==> src/rtl/core/assert_macros.svh <==
// ----------------------------------------------------------------------------
// Assertion macros
// Concurrent assertion wrappers; define NO_ASSERTIONS to compile them out.
// ----------------------------------------------------------------------------
`ifndef ASSERT_MACROS_SVH
`define ASSERT_MACROS_SVH

`ifndef NO_ASSERTIONS

// cons must hold in the same cycle as ante
`define STFF_ASSERT_IMPLIES(lbl, clk, rstn, ante, cons) \
  lbl: assert property (@(posedge clk) disable iff (!(rstn)) (ante) |-> (cons)) \
    else $error("assertion failed: same-cycle implication");

// cons must hold in the cycle after ante
`define STFF_ASSERT_NEXT(lbl, clk, rstn, ante, cons) \
  lbl: assert property (@(posedge clk) disable iff (!(rstn)) (ante) |=> (cons)) \
    else $error("assertion failed: next-cycle implication");

`else

`define STFF_ASSERT_IMPLIES(lbl, clk, rstn, ante, cons)
`define STFF_ASSERT_NEXT(lbl, clk, rstn, ante, cons)

`endif

`endif

==> src/rtl/core/stff_pkg.sv <==
// ----------------------------------------------------------------------------
// stff_pkg
// Types, constants and microprogram of the surface tension face flux block.
// ----------------------------------------------------------------------------
`timescale 1ns / 1ps
`default_nettype none

package stff_pkg;

  localparam int DATA_W    = 32;
  localparam int FRAC_BITS = 16;
  localparam int SIGMA_W   = 31;
  localparam int ACC_W     = 4 * DATA_W;
  localparam int STEP_W    = 6;
  localparam int CNT_W     = 6;

  // root unit: one result bit per cycle
  localparam logic [CNT_W-1:0] SQRT_LAST = CNT_W'(DATA_W - 1);
  // divider: overflow check, DATA_W bit steps, clamp
  localparam logic [CNT_W-1:0] DIV_LAST  = CNT_W'(DATA_W + 1);

  localparam logic [1:0] MODE_INNER   = 2'd0;
  localparam logic [1:0] MODE_NONREFL = 2'd1;
  localparam logic [1:0] MODE_WALL    = 2'd2;
  localparam logic       SIDE_LEFT    = 1'b0;

  typedef enum logic [2:0] {
    ST_IDLE, ST_MUL, ST_ACC, ST_SQRT, ST_DIV, ST_EXEC, ST_OUT
  } state_t;

  typedef enum logic [2:0] {
    K_MAC, K_SQRT, K_DIV, K_CHKN, K_SAVE_T, K_SAVE_S, K_END
  } kind_t;

  typedef enum logic [4:0] {
    OPD_GL0, OPD_GL1, OPD_GL2, OPD_GR0, OPD_GR1, OPD_GR2,
    OPD_A0, OPD_A1, OPD_A2, OPD_A3, OPD_A4, OPD_A5,
    OPD_SIG, OPD_TLO, OPD_THI, OPD_SLO, OPD_SHI
  } opnd_t;

  typedef enum logic [1:0] {SH_0, SH_32, SH_64} shift_t;

  typedef enum logic [1:0] {NEG_ALWAYS, NEG_A3A4, NEG_A3A5, NEG_E} neg_t;

  typedef enum logic [2:0] {
    ACT_NONE, ACT_HOLD, ACT_LOAD_PAIR, ACT_LOAD_SELF, ACT_ZERO
  } act_t;

  typedef struct packed {
    kind_t      kind;
    opnd_t      opa;
    opnd_t      opb;
    shift_t     sh;
    logic       clr;        // start a fresh sum
    logic       sgn;        // honor operand signs
    logic       dst_right;  // root goes to right-side norm
    logic       k32;        // divisor scaled by 2^(2F) instead of 2^F
    logic [1:0] slot;
    neg_t       neg;
    logic       stop_wall;
  } uword_t;

  typedef struct packed {
    state_t           st;
    uword_t           uw;
    logic [CNT_W-1:0] cnt;
    act_t             act;
  } ctl_t;

  function automatic uword_t uw_base(kind_t k);
    uword_t u;
    u      = '0;
    u.kind = k;
    return u;
  endfunction

  function automatic uword_t uw_mac(opnd_t a, opnd_t b, shift_t sh, logic clr, logic sgn);
    uword_t u;
    u     = uw_base(K_MAC);
    u.opa = a;
    u.opb = b;
    u.sh  = sh;
    u.clr = clr;
    u.sgn = sgn;
    return u;
  endfunction

  function automatic uword_t uw_sqrt(logic right);
    uword_t u;
    u           = uw_base(K_SQRT);
    u.dst_right = right;
    return u;
  endfunction

  function automatic uword_t uw_div(logic k32, logic [1:0] slot, neg_t n, logic stop);
    uword_t u;
    u           = uw_base(K_DIV);
    u.k32       = k32;
    u.slot      = slot;
    u.neg       = n;
    u.stop_wall = stop;
    return u;
  endfunction

  // Microprogram: norms, zero check, then the four flux terms.
  function automatic uword_t ucode(logic [STEP_W-1:0] step);
    uword_t u;
    case (step)
      6'd0:  u = uw_mac(OPD_GL0, OPD_GL0, SH_0, 1'b1, 1'b0);
      6'd1:  u = uw_mac(OPD_GL1, OPD_GL1, SH_0, 1'b0, 1'b0);
      6'd2:  u = uw_mac(OPD_GL2, OPD_GL2, SH_0, 1'b0, 1'b0);
      6'd3:  u = uw_sqrt(1'b0);
      6'd4:  u = uw_mac(OPD_GR0, OPD_GR0, SH_0, 1'b1, 1'b0);
      6'd5:  u = uw_mac(OPD_GR1, OPD_GR1, SH_0, 1'b0, 1'b0);
      6'd6:  u = uw_mac(OPD_GR2, OPD_GR2, SH_0, 1'b0, 1'b0);
      6'd7:  u = uw_sqrt(1'b1);
      6'd8:  u = uw_base(K_CHKN);
      6'd9:  u = uw_mac(OPD_A4, OPD_A4, SH_0, 1'b1, 1'b0);
      6'd10: u = uw_mac(OPD_A5, OPD_A5, SH_0, 1'b0, 1'b0);
      6'd11: u = uw_base(K_SAVE_T);
      6'd12: u = uw_mac(OPD_SIG, OPD_TLO, SH_0, 1'b1, 1'b0);
      6'd13: u = uw_mac(OPD_SIG, OPD_THI, SH_32, 1'b0, 1'b0);
      6'd14: u = uw_div(1'b0, 2'd0, NEG_ALWAYS, 1'b1);
      6'd15: u = uw_mac(OPD_SIG, OPD_A3, SH_0, 1'b1, 1'b0);
      6'd16: u = uw_base(K_SAVE_S);
      6'd17: u = uw_mac(OPD_SLO, OPD_A4, SH_0, 1'b1, 1'b0);
      6'd18: u = uw_mac(OPD_SHI, OPD_A4, SH_32, 1'b0, 1'b0);
      6'd19: u = uw_div(1'b0, 2'd1, NEG_A3A4, 1'b0);
      6'd20: u = uw_mac(OPD_SLO, OPD_A5, SH_0, 1'b1, 1'b0);
      6'd21: u = uw_mac(OPD_SHI, OPD_A5, SH_32, 1'b0, 1'b0);
      6'd22: u = uw_div(1'b0, 2'd2, NEG_A3A5, 1'b0);
      6'd23: u = uw_mac(OPD_A3, OPD_A0, SH_0, 1'b1, 1'b1);
      6'd24: u = uw_mac(OPD_A4, OPD_A1, SH_0, 1'b0, 1'b1);
      6'd25: u = uw_mac(OPD_A5, OPD_A2, SH_0, 1'b0, 1'b1);
      6'd26: u = uw_base(K_SAVE_T);
      6'd27: u = uw_mac(OPD_SLO, OPD_TLO, SH_0, 1'b1, 1'b0);
      6'd28: u = uw_mac(OPD_SLO, OPD_THI, SH_32, 1'b0, 1'b0);
      6'd29: u = uw_mac(OPD_SHI, OPD_TLO, SH_32, 1'b0, 1'b0);
      6'd30: u = uw_mac(OPD_SHI, OPD_THI, SH_64, 1'b0, 1'b0);
      6'd31: u = uw_div(1'b1, 2'd3, NEG_E, 1'b0);
      default: u = uw_base(K_END);
    endcase
    return u;
  endfunction

  function automatic state_t state_of(uword_t u);
    state_t s;
    case (u.kind)
      K_MAC:   s = ST_MUL;
      K_SQRT:  s = ST_SQRT;
      K_DIV:   s = ST_DIV;
      K_END:   s = ST_OUT;
      default: s = ST_EXEC;
    endcase
    return s;
  endfunction

  // {sign, magnitude}
  function automatic logic [DATA_W:0] smag(logic signed [DATA_W-1:0] v);
    logic [DATA_W-1:0] m;
    m = v[DATA_W-1] ? DATA_W'(-v) : DATA_W'(v);
    return {v[DATA_W-1], m};
  endfunction

endpackage

`default_nettype wire

==> src/rtl/core/stff_ctrl.sv <==
// ----------------------------------------------------------------------------
// stff_ctrl
// Sequencer: accepts items, steps the microprogram, times root and divide.
// ----------------------------------------------------------------------------
`timescale 1ns / 1ps
`default_nettype none

module stff_ctrl (
  input  logic              clk,
  input  logic              rst_n,
  input  logic              in_valid,
  input  logic [1:0]        in_mode,
  input  logic              in_side,
  input  logic              out_stall,
  input  logic              n_zero,
  output stff_pkg::ctl_t    ctl,
  output logic              in_stall,
  output logic              out_valid
);

  stff_pkg::state_t                   st_r, st_nxt;
  logic [stff_pkg::STEP_W-1:0]        step_r, step_nxt;
  logic [stff_pkg::CNT_W-1:0]         cnt_r, cnt_nxt;
  logic                               pend_r, pend_nxt;
  logic                               wall_r, wall_nxt;
  stff_pkg::act_t                     act;
  stff_pkg::uword_t                   uw, uw_next;

  always_ff @(posedge clk) begin
    if (!rst_n) begin
      st_r   <= stff_pkg::ST_IDLE;
      step_r <= '0;
      cnt_r  <= '0;
      pend_r <= 1'b0;
      wall_r <= 1'b0;
    end else begin
      st_r   <= st_nxt;
      step_r <= step_nxt;
      cnt_r  <= cnt_nxt;
      pend_r <= pend_nxt;
      wall_r <= wall_nxt;
    end
  end

  always_comb begin
    uw       = stff_pkg::ucode(step_r);
    uw_next  = stff_pkg::ucode(step_r + stff_pkg::STEP_W'(1));
    st_nxt   = st_r;
    step_nxt = step_r;
    cnt_nxt  = cnt_r;
    pend_nxt = pend_r;
    wall_nxt = wall_r;
    act      = stff_pkg::ACT_NONE;
    case (st_r)
      stff_pkg::ST_IDLE: begin
        if (in_valid) begin
          step_nxt = '0;
          cnt_nxt  = '0;
          case (in_mode)
            stff_pkg::MODE_INNER: begin
              if (in_side == stff_pkg::SIDE_LEFT) begin
                act      = stff_pkg::ACT_HOLD;
                pend_nxt = 1'b1;
              end else if (pend_r) begin
                act      = stff_pkg::ACT_LOAD_PAIR;
                pend_nxt = 1'b0;
                wall_nxt = 1'b0;
                st_nxt   = stff_pkg::state_of(stff_pkg::ucode('0));
              end
            end
            stff_pkg::MODE_NONREFL: begin
              act      = stff_pkg::ACT_LOAD_SELF;
              wall_nxt = 1'b0;
              st_nxt   = stff_pkg::state_of(stff_pkg::ucode('0));
            end
            stff_pkg::MODE_WALL: begin
              act      = stff_pkg::ACT_LOAD_SELF;
              wall_nxt = 1'b1;
              st_nxt   = stff_pkg::state_of(stff_pkg::ucode('0));
            end
            default: begin
              act    = stff_pkg::ACT_ZERO;
              st_nxt = stff_pkg::ST_OUT;
            end
          endcase
        end
      end
      stff_pkg::ST_MUL: st_nxt = stff_pkg::ST_ACC;
      stff_pkg::ST_ACC: begin
        step_nxt = step_r + stff_pkg::STEP_W'(1);
        st_nxt   = stff_pkg::state_of(uw_next);
      end
      stff_pkg::ST_SQRT: begin
        if (cnt_r == stff_pkg::SQRT_LAST) begin
          cnt_nxt  = '0;
          step_nxt = step_r + stff_pkg::STEP_W'(1);
          st_nxt   = stff_pkg::state_of(uw_next);
        end else begin
          cnt_nxt = cnt_r + stff_pkg::CNT_W'(1);
        end
      end
      stff_pkg::ST_DIV: begin
        if (cnt_r == stff_pkg::DIV_LAST) begin
          cnt_nxt = '0;
          if (uw.stop_wall && wall_r) begin
            st_nxt = stff_pkg::ST_OUT;
          end else begin
            step_nxt = step_r + stff_pkg::STEP_W'(1);
            st_nxt   = stff_pkg::state_of(uw_next);
          end
        end else begin
          cnt_nxt = cnt_r + stff_pkg::CNT_W'(1);
        end
      end
      stff_pkg::ST_EXEC: begin
        if (uw.kind == stff_pkg::K_CHKN && n_zero) begin
          st_nxt = stff_pkg::ST_OUT;
        end else begin
          step_nxt = step_r + stff_pkg::STEP_W'(1);
          st_nxt   = stff_pkg::state_of(uw_next);
        end
      end
      stff_pkg::ST_OUT: begin
        if (!out_stall) st_nxt = stff_pkg::ST_IDLE;
      end
      default: st_nxt = stff_pkg::ST_IDLE;
    endcase
  end

  always_comb begin
    ctl.st  = st_r;
    ctl.uw  = uw;
    ctl.cnt = cnt_r;
    ctl.act = act;
  end

  assign in_stall  = (st_r != stff_pkg::ST_IDLE);
  assign out_valid = (st_r == stff_pkg::ST_OUT);

endmodule

`default_nettype wire

==> config.mk <==
export PLATFORM = sky130hd
export DESIGN_NAME = stff_ctrl
export DESIGN_NICKNAME = d
export VERILOG_FILES = /design/src/rtl/core/assert_macros.svh /design/src/rtl/core/stff_pkg.sv /design/src/rtl/core/stff_ctrl.sv
export SDC_FILE = /design/constraint.sdc
export NUM_CORES = 1
export LEC_CHECK = 0
export BUFFER_PORTS_ARGS = -buffer_cell sky130_fd_sc_hd__buf_2
export CAP_MARGIN = 30
export CORE_UTILIZATION = 58
export CTS_CLUSTER_SIZE = 10
export DETAILED_ROUTE_END_ITERATION = 12
export PLACE_DENSITY = 0.83
export SYNTH_ARGS = -nofsm -noshare
export SYNTH_HDL_FRONTEND = slang
export SYNTH_SLANG_ARGS = --single-unit
export TNS_END_PERCENT = 100
==> constraint.sdc <==
create_clock -name clk -period 4.78 [get_ports clk]
set_clock_uncertainty 0.1 [all_clocks]
set_input_delay 0.956 -clock clk [delete_from_list [all_inputs] [get_ports clk]]
set_output_delay 0.956 -clock clk [all_outputs]
set_load 0.02 [all_outputs]
==> results.md, run 1 <==
Status
- finished clean — run status

Floorplanning
- 73.47 um — floorplan die width
- 0.6151 — starting density of the core
- 46 — Ports
- 25 — cell row count
- 5398 um^2 — area of the die
- 73.47 um — vertical extent of the die
- 4817 um^2 — Core ar.

Clocking
- clkbuf_8 — CTS root buffer
- 5 — TritonCTS Buffers
- 38 — number of clock sinks
- 2 — H-tree level count
- 0 — Resized Gates After CTS
- 0 — Setup Buffers After CTS
- built — clock tree from TritonCTS
- 0.29 ns — insertion delay of the later-clocked pin in the worst-skew pair
- 2 — clock tree buffer depth
- 0 — number of hold buffers added after CTS
- 0.08 ns — clock transition at the registers of the reported paths

Timing
- 0 ns — final setup TNS
- 0.7929 — period utilisation layout
- 0.5009 — worst rel slew slack
- 0.7487 ns — worst slew pin tran
- 3.790 ns — Period minus WS final
- 0 — number of pins exceeding their max-slew limit in the final report
- 0 — Final Hold Vio Count
- 0 — setup violators final
- 263.8 MHz — achievable clock frequency
- no — unrepaired setup endpoints after global routing

Detailed routing
- 3286 um — total met2 wirelength after detailed routing
- 0 — Final ANT Viol Nets
- 5 — detailed-router iteration count before antenna repair
- 6.067 — drt via density
- 2,797 — DR vias
- 0 — total DRC errors in the routed layout
- 6907 um — Post-Route WL
- 3046 um — met1 wire length
- met4 — top layer used by detailed routing
- 470 um — wire length on met3
- 182 — starting DRC count in detailed routing
- 14.98 um — routed length per instance

Worst setup path
- 12 — depth of the worst register-to-register path
- st_r[2] — Worst setup startpoint
- register to register — Crit Path Category
- 4.84 ns — data required time of the critical path
- register — kind of end point of the critical path
- 3.85 ns — critical path data arrival time
- st_r[2] — RR Startpoint
- 0.99 ns — flop-to-flop setup slack
- register — Setup crit start kind
- 14 — largest driver fanout on the critical path

Logic synthesis
- dfxtp_1 — most common flop cell mapped by yosys
- 38 — synthesized flop and latch total
- 75 — number of distinct library cells after synthesis
- 2963 um^2 — Post-Synthesis Cell Area
- 0 — post-synthesis async set-or-reset flop share
- 0 — number of enable-type register cells in the synthesized netlist
- 0.2568 — share of synthesized area occupied by flip-flops and latches
- 365 — synthesized instance count
- 390 — Mapped Nets
- 8.117 um^2 — per-instance average area after synthesis
- 0 — number of warnings printed during yosys synthesis

Hold path
- register to register — Worst Hold Class
- wall_r — start point of the worst min-delay path

Power and ir drop
- 0.1653 mV — maximum ir drop on the vdd rail
- 228.0 nW/um^2 — pwr dens
- 1.396 nW — static leakage power
- 740.5 uW — Power Total

Global routing
- 31 — largest net degree at the start of global routing
- 2,490 — vias in the first global route
- 0 — aggregate global routing overflow
- 11,510 um — first-pass GRT wire length
- 0 — antenna violations before repair
- 0.2723 — overall routing resource usage

Final layout
- 418 — Layout Nets
- 0.2056 — ratio of cells with drive above 1 in the final layout
- 3248 um^2 — final design area excluding fillers
- 9.629% — Area growth, synth to finish
- 417 — number of inserted filler cells in the final layout
- 0.6743 — core utilization of the finished layout
- 0 — n_diodes

Place
- 0.9521 — routability congestion estimate
- 44 — IO Port Bufs
- 3134 um^2 — placed inst area
- 5008 um — detailed-placement wirelength estimate

Flow run
- 0 — Max Cap Violations

## per-stage QoR
stage / hold slack [ns] / cells / setup slack [ns]
6_report: 0.4562 / 461 / 0.9899
5_1_grt: 0.5005 / 461 / 0.6601
4_1_cts: 0.4651 / 461 / 1.080
3_5_place_dp: 0.4520 / 453 / 0.8348
3_3_place_gp: 0.4296 / 453 / 0.9955
2_1_floorplan: 0.3743 / 365 / 1.030
## cell families (layout without fill, tap and decap cells)
logic type      count (synthesis)  after routing  share of synthesized area
xor+xnor                        7              7                    0.02069
mux                            22             22                    0.08108
buf+inv                        41             70                    0.07095
fa+ha+maj                      17             17                    0.07179
compound gates                 88             88                     0.2150
other cells                     1              1                   0.001266
flops                          38             38                     0.2568
simple gates                  151            151                     0.2825
## synthesized netlist by cell type (all sizes together) (2+ instances only)
master   instances  share of area
o221ai           2         0.0059
o211a            2         0.0068
a221oi           2         0.0059
o211ai           5          0.013
o311ai           4          0.018
a2111oi          2         0.0059
nor2b           31          0.065
and2             6          0.013
ha              17          0.072
xor2             2         0.0059
o22ai            2         0.0042
nor2            23          0.029
or2              3         0.0072
mux2i           16          0.058
mux2             6          0.023
o21ai           20          0.035
nor3b            2         0.0068
a31oi            4         0.0084
or4              2         0.0063
nor4bb           2         0.0068
inv             16          0.021
buf             14          0.036
nand3b           2         0.0051
nor4             3         0.0084
a2bb2oi          2         0.0059
nand4            6          0.013
a22oi            3         0.0093
xnor2            5          0.015
nand2           34          0.046
nand3           15          0.027
nor4b            2         0.0059
o31ai            2         0.0068
clkbuf          11          0.014
o32ai            2         0.0059
and3             8          0.017
o21bai           2         0.0051
a211oi           2         0.0051
o21a             3         0.0076
a21oi           18          0.032
dfxtp           38           0.26
nor3             8          0.014
## power breakdown
part	switching (mW)	total [mW]	internal, mW
Combinational	0.0816	0.133	0.0515
Clock	0.119	0.275	0.155
Sequential	0.0110	0.333	0.322
Total	0.212	0.741	0.529
## metal layers
| layer | vias to the layer above | global-route usage |
|---|---|---|
| met5 | - | 0 |
| met1 | 1294 | 0.3639 |
| met2 | 121 | 0.4485 |
| met4 | 0 | 0.08761 |
| li1 | 1370 | - |
| met3 | 12 | 0.04252 |
## placed cells by master, fill, tap and decap left out, drive strengths merged, types with 3 or more instances in the layout
cell    count
buf        46
dfxtp      38
nand2      34
nor2b      31
nor2       23
o21ai      20
a21oi      18
ha         17
mux2i      16
inv        16
nand3      15
nor3        8
and3        8
mux2        6
nand4       6
and2        6
xnor2       5
o211ai      5
clkbuf      5
a31oi       4
o311ai      4
o21a        3
a22oi       3
or2         3
nor4        3
## final cells by class
| type | instances | area, um^2 | area share |
|---|---|---|---|
| Multi-Input combinational cell | 286 | 1992 | 0.6133 |
| Clock inverter | 3 | 45.04 | 0.01387 |
| Inverter | 16 | 62.56 | 0.01926 |
| Sequential cell | 38 | 760.7 | 0.2342 |
| Timing Repair Buffer | 46 | 235.2 | 0.07242 |
| Tap cell | 67 | 83.83 | 0.02581 |
| Clock buffer | 5 | 68.82 | 0.02119 |
## critical path, stage by stage, from the launching register on
cell,delay (ns)
dfxtp_1,0.62
inv_1,0.15
ha_1,0.45
o21ai_0,0.28
o2111ai_2,0.28
nor3_1,0.21
a21oi_1,0.14
nor2b_1,0.38
inv_1,0.13
ha_1,0.32
and2_1,0.20
o21ai_0,0.25
a31oi_1,0.14
## worst min-delay path by stage
stage	to	slack, ns	cells after the start
2_1_floorplan	wall_r	0.37	2
3_3_place_gp	wall_r	0.43	2
3_5_place_dp	wall_r	0.45	2
4_1_cts	wall_r	0.47	2
5_1_grt	wall_r	0.50	2
6_report	wall_r	0.46	2
No activity file was read; power rests on OpenSTA's default activity.
==> inputs of run 2 (changes only) <==
--- a/config.mk
+++ b/config.mk
@@ -7,10 +7,10 @@
 export LEC_CHECK = 0
 export BUFFER_PORTS_ARGS = -buffer_cell sky130_fd_sc_hd__buf_2
 export CAP_MARGIN = 30
-export CORE_UTILIZATION = 58
+export CORE_UTILIZATION = 52
 export CTS_CLUSTER_SIZE = 10
 export DETAILED_ROUTE_END_ITERATION = 12
-export PLACE_DENSITY = 0.83
+export PLACE_DENSITY = 0.79
 export SYNTH_ARGS = -nofsm -noshare
 export SYNTH_HDL_FRONTEND = slang
 export SYNTH_SLANG_ARGS = --single-unit
==> constraint.sdc (replaced) <==
create_clock -name clk -period 3.16 [get_ports clk]
set_clock_uncertainty 0.1 [all_clocks]
set_input_delay 0.632 -clock clk [delete_from_list [all_inputs] [get_ports clk]]
set_output_delay 0.632 -clock clk [all_outputs]
set_load 0.02 [all_outputs]
==> run 2 against run 1 <==
  * Count of clock-buffer cells in the layout up 1
  * Design area up 7.9%
  * Sequential share of layout area down 1.6 points
  * Non-clock buffer count up 23
  * Die area is 11% higher
  * Final cell count is 6.1% higher
  * Clock power grew 73%
  * First-iteration DRC count shrank 27%
  * Total power rose by 64%
  * Largest cell class unchanged
  * Critical path type unchanged
  * Flip-flop and latch count is the same
  * Utilization shrank 3.8 points
  * Fmax up 27%
==> results.md, run 2 (synthesis gave the netlist of run 1 again) <==
Status
- finished clean — run status, unchanged

Place
- 5697 um — detailed-placement wirelength estimate, was 5008 um
- 44 — IO Port Bufs, unchanged
- 479 — total instance count after detailed placement, was 453
- 3332 um^2 — placed inst area, was 3134 um^2
- 0.9445 — routability congestion estimate, was 0.9521

Global routing
- 2,736 — vias in the first global route, was 2,490
- 12,760 um — first-pass GRT wire length, was 11,510 um
- 0 — antenna violations before repair, unchanged
- 22 — largest net degree at the start of global routing, was 31
- 0.2629 — overall routing resource usage, was 0.2723
- 0 — aggregate global routing overflow, unchanged

Hold path
- register to register — Worst Hold Class, unchanged
- 2 — number of cells traversed by the worst hold path, unchanged

Detailed routing
- 0 — total DRC errors in the routed layout, unchanged
- 2,915 — DR vias, was 2,797
- 5.961 — drt via density, was 6.067
- 0 — Final ANT Viol Nets, unchanged
- 133 — starting DRC count in detailed routing, was 182
- 15.82 um — routed length per instance, was 14.98 um
- 7736 um — Post-Route WL, was 6907 um
- 5 — detailed-router iteration count before antenna repair, unchanged

Timing
- 0 — Final Hold Vio Count, unchanged
- 0.6261 ns — worst slew pin tran, was 0.7487 ns
- 0 ns — final setup TNS, unchanged
- 0.9408 — period utilisation layout, was 0.7929
- 336.4 MHz — achievable clock frequency, was 263.8 MHz
- 2.973 ns — Period minus WS final, was 3.790 ns
- 0.5796 — worst rel slew slack, was 0.5009
- 0 — number of pins exceeding their max-slew limit in the final report, unchanged
- no — unrepaired setup endpoints after global routing, unchanged
- 0 — setup violators final, unchanged

Worst setup path
- register to register — Crit Path Category, unchanged
- 11 — depth of the worst register-to-register path, was 12
- 9 — largest driver fanout on the critical path, was 14
- register — kind of end point of the critical path, unchanged
- register — Setup crit start kind, unchanged
- 3.30 ns — data required time of the critical path, was 4.84 ns
- 3.11 ns — critical path data arrival time, was 3.85 ns

Clocking
- built — clock tree from TritonCTS, unchanged
- 2 — clock tree buffer depth, unchanged
- 38 — number of clock sinks, unchanged
- 0.30 ns — insertion delay of the later-clocked pin in the worst-skew pair, was 0.29 ns
- clkbuf_8 — CTS root buffer, unchanged
- 5 — TritonCTS Buffers, unchanged
- 2 — H-tree level count, unchanged
- 0.09 ns — clock transition at the registers of the reported paths, was 0.08 ns

Power and ir drop
- 0.2030 mV — maximum ir drop on the vdd rail, was 0.1653 mV
- 1.533 nW — static leakage power, was 1.396 nW
- 346.4 nW/um^2 — pwr dens, was 228.0 nW/um^2

Floorplanning
- 77.49 um — vertical extent of the die, was 73.47 um
- 46 — Ports, unchanged
- 27 — cell row count, was 25
- 5507 um^2 — Core ar., was 4817 um^2
- 6004 um^2 — area of the die, was 5398 um^2
- 77.49 um — floorplan die width, was 73.47 um
- 0.5381 — starting density of the core, was 0.6151

Final layout
- 489 — final instance count without filler cells, was 461
- 3503 um^2 — final design area excluding fillers, was 3248 um^2
- buf_2 — most common cell after layout, fill and taps aside, unchanged
- 44 x buf_2, 37 x dfxtp_1, 32 x nand2_1, 30 x nor2b_1, 25 x buf_4 — commonest cells after routing, fill and taps aside, was 44 x buf_2, 38 x dfxtp_1, 32 x nand2_1, 31 x nor2b_1, 23 x nor2_1
- 0 — n_diodes, unchanged
- 0.2710 — ratio of cells with drive above 1 in the final layout, was 0.2056
- 441 — Layout Nets, was 418
- 18.24% — Area growth, synth to finish, was 9.629%

Flow run
- 0 — Max Cap Violations, unchanged

[run 2: changes by cell type in the layout (fill, tap and decap cells not counted), sizes merged]
cell      delta
clkinvlp     -2
clkinv       +1
clkbuf       +1
buf         +23
[run 2: power breakdown]
group	internal [mW]	switching, mW
clock	0.285	0.190
sequential	0.487	0.0110
combinational	0.0989	0.142
[run 2: repair_timing]
action / in CTS / in global routing
hold buffers: 0 / 0
resized for setup: 0 / 3
setup buffers: 0 / 2
setup endpoints to repair: 0 / 8
[run 2: per-layer routing]
metal,GRT usage,up-vias,wire length (um)
li1,-,1418,-
met1,0.3314,1339,3385
met2,0.4336,128,3677
met3,0.04235,30,472
met4,0.1283,0,200
met5,0,-,0
[run 2: final timing paths]
check	slack, ns	end	startpoint
worst max-delay path	0.19	register	cnt_r[0]
worst min-delay path	0.46	wall_r	wall_r
worst max register to register	0.19	register	cnt_r[0]
worst min register to register	0.46	wall_r	wall_r
[run 2: layout make-up]
class                   instances  area (um^2)
flip-flops and latches         38        764.5
multi-input cells             286         2046
well taps                      72        90.09
clock buffers                   6        93.84
fillers                       470         2003
repair buffers                 69        407.9
clock inverters                 2        38.79
inverters                      16        62.56
[run 2: through the flow]
stage,utilization,hold WS (ns),power [mW],worst slack (ns)
6_report,0.6362,0.4598,1.213,0.1870
5_1_grt,0.6362,0.4755,1.269,0.006926
4_1_cts,0.6292,0.4598,1.206,0.1478
3_5_place_dp,0.6051,0.4396,0.7425,0.04537
3_3_place_gp,0.6051,0.4323,0.7359,0.1011
2_1_floorplan,-,0.3743,0.6833,0.004045
[run 2: critical path: stages, from the launching register on]
cell       delay (ns)
dfxtp_1          0.42
ha_1             0.25
nand3_2          0.13
nor3b_4          0.31
o2111ai_4        0.23
nor3_2           0.19
a21oi_2          0.06
nor2b_2          0.20
ha_1             0.42
mux2i_1          0.16
o21ai_0          0.24
o31a_1           0.18
